**src/rtl/lir_pkg.sv**
```systemverilog
// ----------------------------------------------------------------------------
// lir_pkg: shared definitions of the linear interpolation resampler
// sample and position formats, step limits, register indexes
// ----------------------------------------------------------------------------
package lir_pkg;

    localparam int SAMPLE_BITS   = 16;
    localparam int FRAC_BITS     = 16;
    localparam int CHANNELS      = 2;
    localparam int STEP_BITS     = 21;
    localparam int PHASE_BITS    = 22;
    localparam int CCOUNT_BITS   = 2;
    localparam int CFG_IDX_BITS  = 1;
    localparam int CFG_DATA_BITS = STEP_BITS;

    typedef logic signed [SAMPLE_BITS-1:0] t_sample;
    typedef logic [FRAC_BITS-1:0]          t_frac;
    typedef logic [STEP_BITS-1:0]          t_step;
    typedef logic [PHASE_BITS-1:0]         t_phase;
    typedef logic [CFG_IDX_BITS-1:0]       t_cfg_idx;

    // one source frame in position units
    localparam t_phase ONE_POS  = t_phase'(1) << FRAC_BITS;
    // step limits, 1/16 to 16 frames per output
    localparam t_step  STEP_MIN = t_step'(1) << (FRAC_BITS - 4);
    localparam t_step  STEP_MAX = t_step'(1) << (FRAC_BITS + 4);

    localparam t_step                  SPEED_RESET  = t_step'(1) << FRAC_BITS;
    localparam logic [CCOUNT_BITS-1:0] CCOUNT_RESET = CCOUNT_BITS'(2);
    localparam logic [CCOUNT_BITS-1:0] CCOUNT_MONO  = CCOUNT_BITS'(1);

    localparam t_cfg_idx REG_SPEED_STEP    = t_cfg_idx'(0);
    localparam t_cfg_idx REG_CHANNEL_COUNT = t_cfg_idx'(1);

endpackage

```
**src/rtl/lir_lerp_unit.sv**
```systemverilog
// ----------------------------------------------------------------------------
// lir_lerp_unit: shared interpolation datapath
// a + floor((b - a) * frac / 2^FRAC_BITS), one channel per enabled cycle, registered
// ----------------------------------------------------------------------------
module lir_lerp_unit
    import lir_pkg::*;
(
    input  logic    i_clk,
    input  logic    i_en,
    input  t_sample i_a,
    input  t_sample i_b,
    input  t_frac   i_frac,
    output t_sample o_res
);

    logic signed [SAMPLE_BITS:0]             diff;
    logic signed [FRAC_BITS:0]               frac_s;
    logic signed [SAMPLE_BITS+FRAC_BITS+1:0] prod;
    t_sample                                 r_res;

    assign diff   = (SAMPLE_BITS+1)'(i_b) - (SAMPLE_BITS+1)'(i_a);
    assign frac_s = $signed({1'b0, i_frac});
    assign prod   = (SAMPLE_BITS+FRAC_BITS+2)'(diff) * (SAMPLE_BITS+FRAC_BITS+2)'(frac_s);

    // arithmetic shift floors; the sum stays between a and b so low bits suffice
    always_ff @(posedge i_clk) begin
        if (i_en) begin
            r_res <= i_a + t_sample'(prod[FRAC_BITS +: SAMPLE_BITS]);
        end
    end

    assign o_res = r_res;

endmodule

```
**src/rtl/linear_interp_resampler.sv**
```systemverilog
// ----------------------------------------------------------------------------
// linear_interp_resampler: playback speed change by linear interpolation
// frames in, interpolated frames out at a programmable Q5.16 step
// ----------------------------------------------------------------------------
//  channel | direction | handshake            | payload
//  --------+-----------+----------------------+-----------------------------------
//  in      | input     | i_in_valid/o_in_stall | i_sample_ch0/ch1, i_last_frame
//  out     | output    | o_out_valid/i_out_stall | o_out_ch0/ch1, o_last_of_run,
//          |           |                      | o_clip_end
//  cfg     | input     | i_cfg_we             | i_cfg_index, i_cfg_data
//
//  o_in_stall is high from acceptance until the sequencer is back in idle: bookkeeping
//  in S_CHECK and S_POST, then per result channel 0 and channel 1 through the shared
//  multiplier, then the output register load; at most 32 results per frame
//  reset is synchronous, active low; step 1.0, two channels, empty history
//  a stalled output register holds the sequencer in its emit state
// ----------------------------------------------------------------------------
module linear_interp_resampler
    import lir_pkg::*;
(
    input  logic                     i_clk,
    input  logic                     i_rst_n,
    // input items
    input  logic                     i_in_valid,
    output logic                     o_in_stall,
    input  t_sample                  i_sample_ch0,
    input  t_sample                  i_sample_ch1,
    input  logic                     i_last_frame,
    // result items
    output logic                     o_out_valid,
    input  logic                     i_out_stall,
    output t_sample                  o_out_ch0,
    output t_sample                  o_out_ch1,
    output logic                     o_last_of_run,
    output logic                     o_clip_end,
    // configuration writes
    input  logic                     i_cfg_we,
    input  t_cfg_idx                 i_cfg_index,
    input  logic [CFG_DATA_BITS-1:0] i_cfg_data
);

    typedef enum logic [2:0] {
        S_IDLE,
        S_CHECK,
        S_POST,
        S_CALC0,
        S_CALC1,
        S_EMIT
    } t_state;

    t_state                   r_state;
    t_step                    r_speed;
    logic [CCOUNT_BITS-1:0]   r_ccount;

    // history and position
    t_sample                  r_prev0;
    t_sample                  r_prev1;
    t_sample                  r_cur0;
    t_sample                  r_cur1;
    logic                     r_have_prev;
    logic                     r_last;
    logic                     r_flush;      // emitting tail copies of the last frame
    t_phase                   r_phase;
    t_sample                  r_res0;

    // output register
    logic                     r_out_valid;
    t_sample                  r_out_ch0;
    t_sample                  r_out_ch1;
    logic                     r_out_last;
    logic                     r_out_end;

    t_step                    step;
    t_phase                   n_phase;
    t_phase                   n_wrap;
    logic                     more;
    logic                     out_free;
    logic                     two_ch;
    logic                     unit_en;
    t_sample                  unit_a;
    t_sample                  unit_b;
    t_sample                  unit_res;

    // step saturated so that speed is never zero
    always_comb begin
        if (r_speed < STEP_MIN) begin
            step = STEP_MIN;
        end else if (r_speed > STEP_MAX) begin
            step = STEP_MAX;
        end else begin
            step = r_speed;
        end
    end

    assign n_phase = r_phase + t_phase'(step);
    assign n_wrap  = n_phase - ONE_POS;

    // does another result follow the one being emitted
    always_comb begin
        if (r_flush) begin
            more = (n_phase < ONE_POS);
        end else begin
            more = (n_phase < ONE_POS) || (r_last && (n_wrap < ONE_POS));
        end
    end

    assign out_free = !r_out_valid || !i_out_stall;
    assign two_ch   = (CHANNELS >= 2) && (r_ccount != CCOUNT_MONO);

    // shared multiplier: channel 0 in S_CALC0, channel 1 in S_CALC1
    assign unit_en = (r_state == S_CALC0) || (r_state == S_CALC1);
    assign unit_a  = (r_state == S_CALC1) ? r_prev1 : r_prev0;
    assign unit_b  = (r_state == S_CALC1) ? r_cur1  : r_cur0;

    lir_lerp_unit u_lerp (
        .i_clk  (i_clk),
        .i_en   (unit_en),
        .i_a    (unit_a),
        .i_b    (unit_b),
        .i_frac (r_phase[FRAC_BITS-1:0]),
        .o_res  (unit_res)
    );

    always_ff @(posedge i_clk) begin
        if (!i_rst_n) begin
            r_state     <= S_IDLE;
            r_speed     <= SPEED_RESET;
            r_ccount    <= CCOUNT_RESET;
            r_prev0     <= '0;
            r_prev1     <= '0;
            r_have_prev <= 1'b0;
            r_last      <= 1'b0;
            r_flush     <= 1'b0;
            r_phase     <= '0;
            r_out_valid <= 1'b0;
        end else begin
            if (i_cfg_we) begin
                unique case (i_cfg_index)
                    REG_SPEED_STEP:    r_speed  <= i_cfg_data[STEP_BITS-1:0];
                    REG_CHANNEL_COUNT: r_ccount <= i_cfg_data[CCOUNT_BITS-1:0];
                    default: ;
                endcase
            end

            // load a new result, or drop the one taken downstream
            if ((r_state == S_EMIT) && out_free) begin
                r_out_valid <= 1'b1;
            end else if (!i_out_stall) begin
                r_out_valid <= 1'b0;
            end

            unique case (r_state)
                S_IDLE: begin
                    if (i_in_valid) begin
                        r_cur0  <= i_sample_ch0;
                        r_cur1  <= i_sample_ch1;
                        r_last  <= i_last_frame;
                        r_flush <= 1'b0;
                        r_state <= S_CHECK;
                    end
                end
                S_CHECK: begin
                    if (r_have_prev && (r_phase < ONE_POS)) begin
                        r_state <= S_CALC0;
                    end else begin
                        // no result between the previous frame and this one
                        if (r_have_prev) begin
                            r_phase <= r_phase - ONE_POS;
                        end
                        r_prev0     <= r_cur0;
                        r_prev1     <= r_cur1;
                        r_have_prev <= 1'b1;
                        r_state     <= S_POST;
                    end
                end
                S_POST: begin
                    // prev now equals cur, so the unit repeats the frame
                    if (r_last && (r_phase < ONE_POS)) begin
                        r_flush <= 1'b1;
                        r_state <= S_CALC0;
                    end else begin
                        if (r_last) begin
                            r_prev0     <= '0;
                            r_prev1     <= '0;
                            r_have_prev <= 1'b0;
                            r_phase     <= '0;
                        end
                        r_state <= S_IDLE;
                    end
                end
                S_CALC0: begin
                    r_state <= S_CALC1;
                end
                S_CALC1: begin
                    r_res0  <= unit_res;
                    r_state <= S_EMIT;
                end
                S_EMIT: begin
                    if (out_free) begin
                        r_out_ch0   <= r_res0;
                        r_out_ch1   <= two_ch ? unit_res : t_sample'(0);
                        r_out_last  <= !more;
                        r_out_end   <= !more && r_last;
                        if (n_phase < ONE_POS) begin
                            r_phase <= n_phase;
                            r_state <= S_CALC0;
                        end else if (r_flush) begin
                            // clip done, clear history for the next clip
                            r_prev0     <= '0;
                            r_prev1     <= '0;
                            r_have_prev <= 1'b0;
                            r_phase     <= '0;
                            r_flush     <= 1'b0;
                            r_state     <= S_IDLE;
                        end else begin
                            r_phase     <= n_wrap;
                            r_prev0     <= r_cur0;
                            r_prev1     <= r_cur1;
                            r_have_prev <= 1'b1;
                            r_state     <= S_POST;
                        end
                    end
                end
                default: r_state <= S_IDLE;
            endcase
        end
    end

    assign o_in_stall    = (r_state != S_IDLE);
    assign o_out_valid   = r_out_valid;
    assign o_out_ch0     = r_out_ch0;
    assign o_out_ch1     = r_out_ch1;
    assign o_last_of_run = r_out_last;
    assign o_clip_end    = r_out_end;

endmodule

```
**config.mk**
```make
export PLATFORM = sky130hd
export DESIGN_NAME = linear_interp_resampler
export DESIGN_NICKNAME = d
export VERILOG_FILES = /design/src/rtl/lir_pkg.sv /design/src/rtl/lir_lerp_unit.sv /design/src/rtl/linear_interp_resampler.sv
export SDC_FILE = /design/constraint.sdc
export NUM_CORES = 1
export LEC_CHECK = 0
export BUFFER_PORTS_ARGS = -buffer_cell sky130_fd_sc_hd__buf_2
export CAP_MARGIN = 20
export CORE_MARGIN = 1.5
export CORE_UTILIZATION = 55
export CTS_BUF_LIST = sky130_fd_sc_hd__clkbuf_8
export DETAILED_ROUTE_END_ITERATION = 6
export HOLD_SLACK_MARGIN = 0.12
export MAX_ROUTING_LAYER = met4
export PLACE_DENSITY = 0.75
export SETUP_SLACK_MARGIN = 0.2
export SLEW_MARGIN = 0
export SYNTH_ARGS = -nofsm -noshare
export SYNTH_HDL_FRONTEND = slang
export SYNTH_SLANG_ARGS = --single-unit
export TNS_END_PERCENT = 5
```
**constraint.sdc**
```tcl
create_clock -name i_clk -period 13.8 [get_ports i_clk]
set_input_delay 2.07 -clock i_clk [delete_from_list [all_inputs] [get_ports i_clk]]
set_output_delay 2.07 -clock i_clk [all_outputs]
set_load 0.02 [all_outputs]
```
==> key figures <==
Power and ir drop
  • Leak: 0.00996 uW
  • Max IR drop VDD: 92.3 uV
  • Cell Pwr Density: 60.5 nW/um2

Detailed routing
  • # DRC: 0
  • Drt initial violations: 900
  • Drt wl/cell: 17.4 um
  • Initial DRT Pass Iterations: 5
  • DRT antenna net count: 0
  • Vias per std cell: 5.56
  • Total number of vias: 14600
  • Routed WL: 45.9 mm

STA
  • Final min period: 12.55 ns
  • Fmax: 79.7 MHz
  • Fin. max-slew vios: 0
  • RSZ-0062 raised after global routing: false
  • Clk_skew: 0.0128 ns
  • Final hold vios: 0
  • Worst Tran Pin Value: 1.08 ns
  • TNS Setup: 0 ns
  • # setup viols final: 0
  • Worst slew margin: 27.5%
  • Period utilization: 90.9%

Job
  • # Max-Cap Violations: 0

Yosys
  • #FFs+latches synth: 182
  • Async S/R FF share, synth: 0%
  • Syn. warnings: 0
  • Post-synth EDFFs: 98
  • Seq/Total Area, Yosys: 23.3%
  • Area of the mapped netlist: 19900 um2
  • Post-Synthesis Cells: 2107
  • Netlist cell types: 82
  • Top FF cell, synth: edfxtp_1
  • Leading area contributor after synthesis: fa_1
  • Yosys top cell area share: 27.0%
  • Area contributors post-synth: fa_1, edfxtp_1, dfxtp_1
  • Mean Syn Cell Area: 9.43 um2
  • Syn_nets: 2563

Cells and area
  • Layout cells sized above 1: 9.60%
  • Commonest non-fill, non-tap cell in the layout: inv_1
  • Layout area overhead: 6.34%
  • Final Cell Area: 21100 um2
  • # nets final: 2609
  • Most frequent cells in the layout: inv_1, nand2_1, fa_1

Setup path
  • Crit Path Max Fanout: 50
  • Critical Path Slowest Stage Cell: fa_1
  • FF-to-FF path depth: 46
  • Worst EP required: 14.03 ns
  • Max stage delay on crit path: 0.59 ns
  • Critical path endpoint category: register
  • Critical Path AT: 12.77 ns
  • CP dominant cell by count: fa_1
  • WS Path Type: register to register
  • CP startpoint kind: register

Floorplan
  • Die Span X: 193 um
  • Starting Density: 55.9%
  • Core region area: 35600 um2
  • DIE AREA: 37300 um2
  • Number of primary I/O pins: 96
  • Row count: 69
  • Die height: 193 um

Min path
  • Worst Hold Depth: 0
  • HP Class: register to register

Placement
  • Placed cell areas: 20800 um2
  • DP HPWL: 35.7 mm
  • GP Congestion: 0.885
  • Port bufs: 95

Clock network
  • Hold_buf cts: 0
  • CTS buffer count: 17
  • Worst-skew pair later-pin latency: 0.46 ns
  • Root buffer cell: clkbuf_8
  • H-tree lvl count: 4
  • CTS tree: built
  • Clk pin slew, worst setup/hold paths: 0.10 ns
  • Bufs on Longest Clock Path: 2
  • Clock sink count: 182
  • Cts repair resizes: 0
  • Setup Buffers After CTS: 0

Global routing
  • Antenna violations before repair: 1
  • GR Overflow Total: 0
  • Overall Global Routing Usage: 26.9%
  • Vias in the first global route: 15200
  • Largest net degree at the start of global routing: 90
  • First-pass GRT wire length: 75.6 mm

Run status
  • Status: finished, final reports clean
==> metrics by stage <==
stage / hold WS, ns / util, % / std cells / total power, uW / setup WS, ns
after CTS: 0.428 / 59.4 / 2626 / 1280 / 1.28
after global placement: 0.402 / 58.4 / 2593 / 938 / 1.87
final: 0.426 / 59.4 / 2628 / 1280 / 1.25
after global routing: 0.435 / 59.4 / 2628 / 1340 / 0.448
after floorplan: 0.400 / - / 2107 / 834 / 2.10
after detailed placement: 0.405 / 58.4 / 2594 / 948 / 1.33
==> metal layers <==
metal	vias to the layer above	global-route usage, %	share of wire (%)
met5	-	-	0
met1	7229	34.3	42
li1	6805	-	-
met4	0	9.20	2.9
met3	92	4.13	6.4
met2	494	43.9	49
==> kinds of logic (layout without fill, tap and decap cells) <==
family,after synthesis,in the layout,share of synthesized area (%)
XOR/XNOR,82,82,3.68
AND/OR/NAND/NOR,661,661,16.6
other,0,1,0
adder cells (fa/ha/maj),400,400,35.3
multiplexers,36,36,1.91
flip-flops,182,182,23.3
buffers and inverters,463,522,8.97
AO/OA/AOI/OAI,283,283,10.4
==> cells in the mapped netlist, drive strengths merged (7+ instances only) <==
library cell,n
a21boi,25
a21o,19
a21oi,55
a22oi,16
a31oi,16
and2,149
and3,12
buf,23
clkbuf,65
dfxtp,84
edfxtp,98
fa,268
ha,128
inv,375
mux2,16
mux2i,20
nand2,281
nand2b,22
nand3,62
nor2,37
nor2b,50
nor3,14
nor4,8
o21a,14
o21ai,71
o21bai,10
o31ai,7
xnor2,64
xor2,17
==> registers in the layout (all words and copies together), names as in the netlist <==
register / flops
o_clip_end: 1
o_last_of_run: 1
o_out_ch0: 16
o_out_ch1: 16
o_out_valid: 1
r_ccount: 2
r_cur0: 16
r_cur1: 16
r_flush: 1
r_have_prev: 1
r_last: 1
r_phase: 22
r_prev0: 16
r_prev1: 16
r_res0: 16
r_speed: 21
r_state: 3
u_lerp.o_res: 16
==> area by class of cell <==
class / instances / area, um2
multi-input cells: 1462 / 13500
inverters: 375 / 1410
clock buffers: 17 / 234
repair buffers: 115 / 633
fillers: 3031 / 14400
well taps: 461 / 577
diodes: 1 / 2.50
flip-flops and latches: 182 / 4620
clock inverters: 15 / 121
==> worst max-delay path: cells and delay by family, from the launching register on <==
family	cells	cell delay, ns
adders and majority gates	11	4.84
AOI/OAI and AO/OA	16	3.34
and+or+nand+nor	10	1.89
buffers and inverters	6	0.86
muxes	2	0.77
DFF	1	0.54
xor gates and xnor gates	1	0.08
==> path summary, 6_finish.rpt <==
path	slack (ns)	startpoint	to
max reg2reg	1.25	r_state[2]	u_lerp.o_res[13]
min	0.43	r_res0[15]	o_out_ch0[15]
max	1.25	r_state[2]	u_lerp.o_res[13]
min reg2reg	0.43	r_res0[15]	o_out_ch0[15]
==> power by group <==
part           leakage (uW)  switching [uW]  internal (uW)
combinational       0.00821             223            107
clock              0.000178             204            129
sequential          0.00157            21.6            595
No activity file was read; power rests on OpenSTA's default activity.
